===== src/rtl/cmcc_pkg.sv =====
// shared types and constants of the cascaded motor current controller
package cmcc_pkg;

	localparam int GAIN_W    = 16;
	localparam int MCAND_W   = 17;
	localparam int ACC_W     = 34;
	localparam int DIGIT_W   = 4;
	localparam int NUM_DIGITS = GAIN_W / DIGIT_W;
	localparam int CNT_W     = $clog2(NUM_DIGITS);
	localparam int CFG_IDX_W = 8;

	localparam int VEL_ERR_LIMIT = 1000;
	localparam int POS_ERR_LIMIT = 4000;
	localparam int INTEG_LIMIT   = 16667;
	localparam int CURRENT_LIMIT = 15000;

	localparam logic [CFG_IDX_W-1:0] REG_CONTROL_MODE = 8'd0;
	localparam logic [CFG_IDX_W-1:0] REG_PROP_GAIN    = 8'd1;
	localparam logic [CFG_IDX_W-1:0] REG_INTEG_GAIN   = 8'd2;
	localparam logic [CFG_IDX_W-1:0] REG_POS_GAIN     = 8'd3;

	localparam logic [GAIN_W-1:0] RST_PROP_GAIN  = 16'd3328;
	localparam logic [GAIN_W-1:0] RST_INTEG_GAIN = 16'd154;
	localparam logic [GAIN_W-1:0] RST_POS_GAIN   = 16'd38;

	typedef struct packed {
		logic start;
		logic keep;
	} smac_ctl_t;

endpackage


===== src/rtl/cmcc_smac.sv =====
// digit-serial signed by unsigned multiply-accumulate, four gain bits per cycle
module cmcc_smac import cmcc_pkg::*; (
	input  logic                      clk,
	input  logic                      arst_n,
	input  smac_ctl_t                 ctl,
	input  logic signed [MCAND_W-1:0] mcand,
	input  logic [GAIN_W-1:0]         mult,
	output logic                      busy,
	output logic signed [ACC_W-1:0]   acc
);

	logic signed [ACC_W-1:0] mcand_q;
	logic signed [ACC_W-1:0] acc_q;
	logic signed [ACC_W-1:0] part;
	logic [GAIN_W-1:0]       mult_q;
	logic [CNT_W-1:0]        cnt_q;
	logic                    busy_q;

	assign part = mcand_q * $signed({1'b0, mult_q[DIGIT_W-1:0]});
	assign busy = busy_q;
	assign acc  = acc_q;

	always_ff @(posedge clk or negedge arst_n) begin
		if (!arst_n) begin
			busy_q <= 1'b0;
			cnt_q  <= '0;
		end else if (ctl.start) begin
			busy_q <= 1'b1;
			cnt_q  <= '0;
		end else if (busy_q) begin
			cnt_q <= cnt_q + 1'b1;
			if (cnt_q == CNT_W'(NUM_DIGITS - 1)) begin
				busy_q <= 1'b0;
			end
		end
	end

	always_ff @(posedge clk) begin
		if (ctl.start) begin
			mcand_q <= ACC_W'(mcand);
			mult_q  <= mult;
			if (!ctl.keep) begin
				acc_q <= '0;
			end
		end else if (busy_q) begin
			acc_q   <= acc_q + part;
			mcand_q <= mcand_q <<< DIGIT_W;
			mult_q  <= mult_q >> DIGIT_W;
		end
	end

endmodule


===== src/rtl/cascaded_motor_current_controller.sv =====
// top level: cascaded position p and velocity pi current controller for several motors
//
//  channel | signals                                             | direction
//  in      | in_valid in_ready motor_index target_* measured_*  | beat in
//  out     | out_valid out_ready drive_current integrator_saturated | beat out
//  cfg     | cfg_valid cfg_ready cfg_index cfg_data              | register write
//
// one tick runs through prep, pmul and tvel (position mode only), integ, mul1, mul2, out;
// the four-bit serial multiplier makes two or three passes of one 16-bit gain product each
// a finished result waits in the output register; the next beat is taken meanwhile
// reset clears the gains to defaults, the mode to velocity and every integrator to zero
// cfg_ready is always high
module cascaded_motor_current_controller import cmcc_pkg::*; #(
	parameter int NUM_MOTORS = 4
) (
	input  logic                   clk,
	input  logic                   arst_n,
	input  logic                   in_valid,
	output logic                   in_ready,
	input  logic [1:0]             motor_index,
	input  logic signed [15:0]     target_velocity,
	input  logic signed [31:0]     target_position,
	input  logic signed [15:0]     measured_velocity,
	input  logic signed [31:0]     measured_position,
	output logic                   out_valid,
	input  logic                   out_ready,
	output logic signed [14:0]     drive_current,
	output logic                   integrator_saturated,
	input  logic                   cfg_valid,
	output logic                   cfg_ready,
	input  logic [CFG_IDX_W-1:0]   cfg_index,
	input  logic [GAIN_W-1:0]      cfg_data
);

	localparam int IDX_W = (NUM_MOTORS > 1) ? $clog2(NUM_MOTORS) : 1;
	localparam int QW    = ACC_W - 8;
	localparam logic [4:0] NUM_V = 5'(NUM_MOTORS);

	localparam logic [2:0] ST_IDLE  = 3'd0;
	localparam logic [2:0] ST_PREP  = 3'd1;
	localparam logic [2:0] ST_PMUL  = 3'd2;
	localparam logic [2:0] ST_TVEL  = 3'd3;
	localparam logic [2:0] ST_INTEG = 3'd4;
	localparam logic [2:0] ST_MUL1  = 3'd5;
	localparam logic [2:0] ST_MUL2  = 3'd6;
	localparam logic [2:0] ST_OUT   = 3'd7;

	function automatic logic signed [QW-1:0] trunc_div256(input logic signed [ACC_W-1:0] a);
		logic signed [ACC_W-1:0] b;
		b = a + (a[ACC_W-1] ? ACC_W'(255) : ACC_W'(0));
		return b[ACC_W-1:8];
	endfunction

	logic [2:0]                state_q;
	logic                      mode_q;
	logic [GAIN_W-1:0]         prop_gain_q;
	logic [GAIN_W-1:0]         integ_gain_q;
	logic [GAIN_W-1:0]         pos_gain_q;

	logic [IDX_W-1:0]          idx_q;
	logic signed [15:0]        tv_q;
	logic signed [31:0]        tp_q;
	logic signed [15:0]        mv_q;
	logic signed [31:0]        mp_q;
	logic signed [16:0]        verr_q;
	logic signed [15:0]        sum_q;
	logic                      sat_q;
	logic signed [15:0]        integ_q [NUM_MOTORS];

	logic                      out_valid_q;
	logic signed [14:0]        dc_q;
	logic                      osat_q;

	logic [4:0]                midx_c;
	logic signed [32:0]        pdiff_c;
	logic signed [12:0]        perr_c;
	logic signed [16:0]        vdiff_c;
	logic signed [16:0]        vclamp_c;
	logic signed [QW-1:0]      tq_c;
	logic signed [15:0]        tvel_c;
	logic signed [16:0]        tverr_c;
	logic signed [17:0]        sum_c;
	logic signed [15:0]        sumc_c;
	logic                      sat_c;
	logic signed [14:0]        cur_c;
	logic                      load_out;

	smac_ctl_t                 ctl_c;
	logic signed [MCAND_W-1:0] mcand_c;
	logic [GAIN_W-1:0]         mult_c;
	logic                      busy;
	logic signed [ACC_W-1:0]   acc;

	assign in_ready             = (state_q == ST_IDLE);
	assign cfg_ready            = 1'b1;
	assign out_valid            = out_valid_q;
	assign drive_current        = dc_q;
	assign integrator_saturated = osat_q;
	assign load_out             = (state_q == ST_OUT) && (!out_valid_q || out_ready);

	// motor index folded into range
	always_comb begin
		midx_c = 5'(motor_index);
		for (int i = 0; i < 3; i++) begin
			if (midx_c >= NUM_V) begin
				midx_c = midx_c - NUM_V;
			end
		end
	end

	assign pdiff_c = 33'(tp_q) - 33'(mp_q);
	always_comb begin
		if (pdiff_c > 33'(POS_ERR_LIMIT)) begin
			perr_c = 13'(POS_ERR_LIMIT);
		end else if (pdiff_c < 33'(-POS_ERR_LIMIT)) begin
			perr_c = 13'(-POS_ERR_LIMIT);
		end else begin
			perr_c = pdiff_c[12:0];
		end
	end

	assign vdiff_c = 17'(tv_q) - 17'(mv_q);
	always_comb begin
		if (vdiff_c > 17'(VEL_ERR_LIMIT)) begin
			vclamp_c = 17'(VEL_ERR_LIMIT);
		end else if (vdiff_c < 17'(-VEL_ERR_LIMIT)) begin
			vclamp_c = 17'(-VEL_ERR_LIMIT);
		end else begin
			vclamp_c = vdiff_c;
		end
	end

	assign tq_c = trunc_div256(acc);
	always_comb begin
		if (tq_c > QW'(32767)) begin
			tvel_c = 16'sh7fff;
		end else if (tq_c < QW'(-32768)) begin
			tvel_c = 16'sh8000;
		end else begin
			tvel_c = tq_c[15:0];
		end
	end
	assign tverr_c = 17'(tvel_c) - 17'(mv_q);

	assign sum_c = 18'(integ_q[idx_q]) + 18'(verr_q);
	always_comb begin
		sat_c = 1'b0;
		if (sum_c > 18'(INTEG_LIMIT)) begin
			sumc_c = 16'(INTEG_LIMIT);
			sat_c  = 1'b1;
		end else if (sum_c < 18'(-INTEG_LIMIT)) begin
			sumc_c = 16'(-INTEG_LIMIT);
			sat_c  = 1'b1;
		end else begin
			sumc_c = sum_c[15:0];
		end
	end

	always_comb begin
		if (tq_c > QW'(CURRENT_LIMIT)) begin
			cur_c = 15'(CURRENT_LIMIT);
		end else if (tq_c < QW'(-CURRENT_LIMIT)) begin
			cur_c = 15'(-CURRENT_LIMIT);
		end else begin
			cur_c = tq_c[14:0];
		end
	end

	always_comb begin
		ctl_c.start = 1'b0;
		ctl_c.keep  = 1'b0;
		case (state_q)
			ST_PREP: begin
				ctl_c.start = mode_q;
				mcand_c     = 17'(perr_c);
				mult_c      = pos_gain_q;
			end
			ST_INTEG: begin
				ctl_c.start = 1'b1;
				mcand_c     = verr_q;
				mult_c      = prop_gain_q;
			end
			ST_MUL1: begin
				ctl_c.start = !busy;
				ctl_c.keep  = 1'b1;
				mcand_c     = 17'(sum_q);
				mult_c      = integ_gain_q;
			end
			default: begin
				mcand_c = 17'(sum_q);
				mult_c  = integ_gain_q;
			end
		endcase
	end

	cmcc_smac u_smac (
		.clk    (clk),
		.arst_n (arst_n),
		.ctl    (ctl_c),
		.mcand  (mcand_c),
		.mult   (mult_c),
		.busy   (busy),
		.acc    (acc)
	);

	always_ff @(posedge clk or negedge arst_n) begin
		if (!arst_n) begin
			mode_q       <= 1'b0;
			prop_gain_q  <= RST_PROP_GAIN;
			integ_gain_q <= RST_INTEG_GAIN;
			pos_gain_q   <= RST_POS_GAIN;
		end else if (cfg_valid) begin
			case (cfg_index)
				REG_CONTROL_MODE: mode_q       <= cfg_data[0];
				REG_PROP_GAIN:    prop_gain_q  <= cfg_data;
				REG_INTEG_GAIN:   integ_gain_q <= cfg_data;
				REG_POS_GAIN:     pos_gain_q   <= cfg_data;
				default: begin
				end
			endcase
		end
	end

	always_ff @(posedge clk or negedge arst_n) begin
		if (!arst_n) begin
			state_q <= ST_IDLE;
		end else begin
			case (state_q)
				ST_IDLE:  if (in_valid) state_q <= ST_PREP;
				ST_PREP:  state_q <= mode_q ? ST_PMUL : ST_INTEG;
				ST_PMUL:  if (!busy) state_q <= ST_TVEL;
				ST_TVEL:  state_q <= ST_INTEG;
				ST_INTEG: state_q <= ST_MUL1;
				ST_MUL1:  if (!busy) state_q <= ST_MUL2;
				ST_MUL2:  if (!busy) state_q <= ST_OUT;
				ST_OUT:   if (load_out) state_q <= ST_IDLE;
				default:  state_q <= ST_IDLE;
			endcase
		end
	end

	always_ff @(posedge clk or negedge arst_n) begin
		if (!arst_n) begin
			for (int i = 0; i < NUM_MOTORS; i++) begin
				integ_q[i] <= '0;
			end
		end else if (state_q == ST_INTEG) begin
			integ_q[idx_q] <= sumc_c;
		end
	end

	always_ff @(posedge clk) begin
		if (in_valid && in_ready) begin
			idx_q <= midx_c[IDX_W-1:0];
			tv_q  <= target_velocity;
			tp_q  <= target_position;
			mv_q  <= measured_velocity;
			mp_q  <= measured_position;
		end
		if (state_q == ST_PREP && !mode_q) begin
			verr_q <= vclamp_c;
		end
		if (state_q == ST_TVEL) begin
			verr_q <= tverr_c;
		end
		if (state_q == ST_INTEG) begin
			sum_q <= sumc_c;
			sat_q <= sat_c;
		end
		if (load_out) begin
			dc_q   <= cur_c;
			osat_q <= sat_q;
		end
	end

	always_ff @(posedge clk or negedge arst_n) begin
		if (!arst_n) begin
			out_valid_q <= 1'b0;
		end else if (load_out) begin
			out_valid_q <= 1'b1;
		end else if (out_ready) begin
			out_valid_q <= 1'b0;
		end
	end

endmodule


===== config.mk =====
export PLATFORM = sky130hd
export DESIGN_NAME = cascaded_motor_current_controller
export DESIGN_NICKNAME = d
export VERILOG_FILES = /design/src/rtl/cmcc_pkg.sv /design/src/rtl/cmcc_smac.sv /design/src/rtl/cascaded_motor_current_controller.sv
export SDC_FILE = /design/constraint.sdc
export NUM_CORES = 1
export LEC_CHECK = 0
export BUFFER_PORTS_ARGS = -buffer_cell sky130_fd_sc_hd__buf_2
export CORE_MARGIN = 10
export CORE_UTILIZATION = 65
export CTS_BUF_LIST = sky130_fd_sc_hd__clkbuf_16
export DETAILED_ROUTE_END_ITERATION = 12
export PLACE_DENSITY_LB_ADDON = 0.25
export SYNTH_ARGS = -nofsm -noshare
export SYNTH_HDL_FRONTEND = slang
export SYNTH_HIERARCHICAL = 1
export SYNTH_SLANG_ARGS = --single-unit
export TNS_END_PERCENT = 30

===== constraint.sdc =====
create_clock -name clk -period 13.85 [get_ports clk]
set_input_delay 2.0775 -clock clk [delete_from_list [all_inputs] [get_ports clk]]
set_output_delay 2.0775 -clock clk [all_outputs]
set_load 0.02 [all_outputs]

==> key figures <==
Synth
  – Area contributors post-synth: edfxtp_1 (28%), dfrtp_1 (11%), ha_1 (7.8%), fa_1 (7.7%), mux2_2 (4.9%)
  – Flops & latches, synth: 352
  – Compound-Gate Fraction of Synth Area: 0.142
  – Unique cell type count in the Yosys netlist: 98
  – Mean post-synth cell area: 10.2 um2
  – Area leader, netlist: edfxtp_1
  – Syn nets: 2825
  – Post-synthesis cell count: 2446
  – XOR/XNOR share of the synthesized area: 0.0365
  – Synth top area share: 0.279
  – Simple-Gate Fraction of Synth Area: 0.137
  – EDFF count, synth: 232
  – Ys async rst share: 0.341
  – Syn. warnings: 6
  – Top_reg_cell synth: edfxtp_1
  – Post-synthesis mux area share: 0.0690
  – Seq/Total Area, Yosys: 0.400
  – Netlist Area Pre-Place: 24900 um2
  – Largest family of logic cells by synthesized area: adder cells
  – Adder-Cell Fraction of Synth Area: 0.155

Worst setup path
  – CP max FO: 17
  – Endpoint class of the critical path: register
  – R2R cell count: 21
  – Critical path, cell by cell: nand3_1 -> or3_1 -> or3_1 -> nor3_1 -> nand3_1 -> or2_2 -> xnor2_1 -> or2_2 -> o21ai_0 -> ha_1 -> nor2b_1 -> o21ai_0 -> a21boi_0 -> o41ai_1 -> o2111ai_1 -> a31oi_1 -> o21bai_1 -> a21o_1 -> a21oi_1 -> xnor2_1 -> mux2i_1
  – Slowest cell on crit path: o41ai_1
  – Crit path DAT: 6.28 ns
  – CP peak stage delay: 0.54 ns
  – Crit path kind: register to register
  – CP required: 14.14 ns
  – Startpoint types: register

Place
  – Gpl congestion: 0.931
  – Number of I/O port buffers: 144
  – Dpl ws: 7.92 ns
  – Cell count after placement: 3026
  – Detailed Place HPWL: 46600 um

Final layout
  – Synth-to-Final Area Change: 9.92%
  – Final cell count without fillers: 3095
  – Final core occ: 0.726
  – Fill cell count: 2769
  – Number of antenna diodes: 0
  – Multi-input gate area: 13500 um2
  – Storage cell area: 9980 um2
  – Layout cells sized above 1: 0.156
  – Fin nets: 2935

Min path
  – HP Class: register to register
  – Min-Delay Path Depth: 2

Clock tree
  – Clk_lat worst skew: 0.57 ns
  – Post-CTS sizing: 0
  – # clock sinks: 352
  – Setup repair bufs after CTS: 0
  – Clk slew on worst S/H paths: 0.06 ns
  – Root Driver: clkbuf_16
  – CTS Hold Buffers Added: 0
  – CTS Buf Count: 39
  – CTS Buffer Depth: 3
  – CTS tree: yes
  – H-tree depth: 2

Drt
  – Vias per cell: 6.06
  – Antenna viol nets, final: 0
  – Drt pass-1 iters: 5
  – DR vias: 18762
  – Violation count after the first detailed-route iteration: 1321
  – Drt drc: 0
  – WL/cell: 19.8 um
  – Final Routed Wirelength: 61300 um

STA
  – Slew margin rel.: 0.142
  – Final Cycle Share: 0.433
  – Least-Margin Pin Slew: 1.29 ns
  – Final WS setup: 7.85 ns
  – Worst Skew: 0.0182 ns
  – Final hold slack: 0.477 ns
  – Max Slew Vio Count: 0
  – RSZ-0062 raised after global routing: no
  – Final setup viols: 0
  – Period minus WS final: 6.00 ns
  – Setup TNS: 0 ns
  – Final hold viol count: 0
  – Fmax: 167 MHz

GRT
  – Vias in the first global route: 18825
  – GRT Total Usage: 0.261
  – Initial antenna violation count: 1
  – Largest net degree at the start of global routing: 86
  – Overflow after GRT: 0
  – First-pass GRT wire length: 99200 um

Floorplan
  – Rows: 71
  – Initial Util: 0.661
  – Die Span X: 216 um
  – Die Area: 46600 um2
  – Core Area: 37800 um2
  – Die height: 216 um
  – Ports: 146

Run status
  – Status: completed

Pwr
  – Comb pwr share: 0.572
  – Static Leak: 12.1 nW
  – Power Dens Cells: 257 nW/um2
  – Sw frac: 0.455
  – VDD IR max: 0.144 mV
  – Clock share of power: 0.154
  – Reg power frac: 0.274
  – Int Pwr: 0.00384 W
  – P_sw: 0.00321 W

Flow run
  – Max Cap Violations: 0
==> cells in the final DEF (no fill, tap or decap), types with 8 or more instances in the layout <==
cell	n
a22oi_1	30
and3_1	21
buf_4	19
o21a_1	15
o21ai_0	121
clkinv_1	8
nand3_1	59
dfstp_2	10
edfxtp_1	232
o21bai_1	14
mux2i_1	10
nor2_1	131
dfrtp_1	110
ha_1	156
mux4_2	16
nand2_1	196
buf_2	143
nor3_1	43
nand2b_1	18
or2_2	11
a31oi_1	14
xnor2_1	61
o31ai_1	11
nor4_1	12
o211ai_1	13
a211o_1	10
nor2b_1	28
a221o_1	12
nand4_1	17
a21o_1	38
fa_1	96
and2_1	92
a211oi_1	15
clkbuf_16	40
inv_1	297
a21oi_1	130
o21ai_1	10
xor2_1	43
or3_1	13
mux2_2	109
==> critical path: cells and delay by family (launching register included) <==
| family | cells | cell delay (ns) |
|---|---|---|
| flops | 1 | 0.51 |
| xor+xnor | 2 | 0.45 |
| mux | 1 | 0.09 |
| fa+ha+maj | 1 | 0.30 |
| compound gates | 9 | 2.08 |
| simple gates | 8 | 2.26 |
==> worst paths after layout <==
check                      slack [ns]           start             end
hold / removal                   0.48     integ_q[19]     integ_q[19]
max in group asynchronous       10.96          arst_n      state_q[0]
setup reg to reg                 7.85  u_smac/acc[12]      verr_q[15]
min in group asynchronous        1.50          arst_n  pos_gain_q[11]
setup / recovery                 7.85  u_smac/acc[12]      verr_q[15]
hold reg to reg                  0.48     integ_q[19]     integ_q[19]
==> stage by stage <==
stage,power [W],area [um2]
4_1_cts,0.00703,27400
2_1_floorplan,0.00491,24900
5_1_grt,0.00762,27400
3_5_place_dp,0.00591,26100
3_3_place_gp,0.00578,26100
6_report,0.00705,27400
==> cell usage after synthesis (15+ instances only) <==
| cell | count |
|---|---|
| nand2_1 | 196 |
| nand4_1 | 17 |
| fa_1 | 96 |
| inv_1 | 292 |
| a22oi_1 | 30 |
| nand2b_1 | 18 |
| dfrtp_1 | 110 |
| nor2_1 | 132 |
| a21oi_1 | 131 |
| nand3_1 | 59 |
| o21a_1 | 15 |
| o21ai_0 | 123 |
| xor2_1 | 43 |
| a211oi_1 | 15 |
| mux2_2 | 109 |
| a21o_1 | 38 |
| edfxtp_1 | 232 |
| mux4_2 | 16 |
| ha_1 | 156 |
| nor2b_1 | 28 |
| and3_1 | 21 |
| nor3_1 | 44 |
| and2_1 | 93 |
| xnor2_1 | 61 |
| clkbuf_1 | 74 |
==> area by class of cell <==
cell class                      instances  area share
Clock buffer                           40      0.0365
Clock inverter                         29      0.0122
Inverter                              292      0.0400
Multi-Input combinational cell       1709       0.493
Sequential cell                       352       0.364
Tap cell                              511      0.0233
Timing Repair Buffer                  162      0.0313
==> layer usage <==
metal | wire [um] | vias up | track usage | share of wire
li1 | - | 8864 | - | -
met1 | 26000 | 9222 | 0.339 | 0.42
met2 | 29900 | 560 | 0.440 | 0.49
met3 | 3430 | 116 | 0.0358 | 0.056
met4 | 2010 | 0 | 0.0953 | 0.033
met5 | 0 | - | 0 | 0
==> state kept, by name (all words and copies together) (netlist names) <==
name                  cells
u_smac/busy               1
mode_q                    1
u_smac/mult_q            16
drive_current            15
sum_q                    16
prop_gain_q              16
u_smac/mcand_q           34
integrator_saturated      1
integ_gain_q             16
out_valid                 1
u_smac/acc               34
u_smac/cnt_q              2
tp_q                     32
integ_q                  64
tv_q                     16
sat_q                     1
verr_q                   17
mv_q                     16
idx_q                     2
state_q                   3
pos_gain_q               16
mp_q                     32
==> cell families (layout without fill, tap and decap cells) <==
family / after synthesis / after routing
simple gates: 684 / 684
flops: 352 / 352
buf+inv: 385 / 523
xor+xnor: 104 / 104
mux: 138 / 138
other cells: 1 / 1
compound gates: 530 / 530
fa+ha+maj: 252 / 252
==> power groups by stage <==
| stage | clock (W) | sequential, W | combinational (W) |
|---|---|---|---|
| finish | 0.00109 | 0.00193 | 0.00403 |
| global route | 0.00115 | 0.00196 | 0.00451 |
| CTS | 0.00111 | 0.00192 | 0.00400 |
| detailed placement | 0 | 0.00194 | 0.00397 |
| global placement | 0 | 0.00192 | 0.00386 |
| floorplan | 0 | 0.00179 | 0.00312 |
Power figures use the tool's default switching activity.
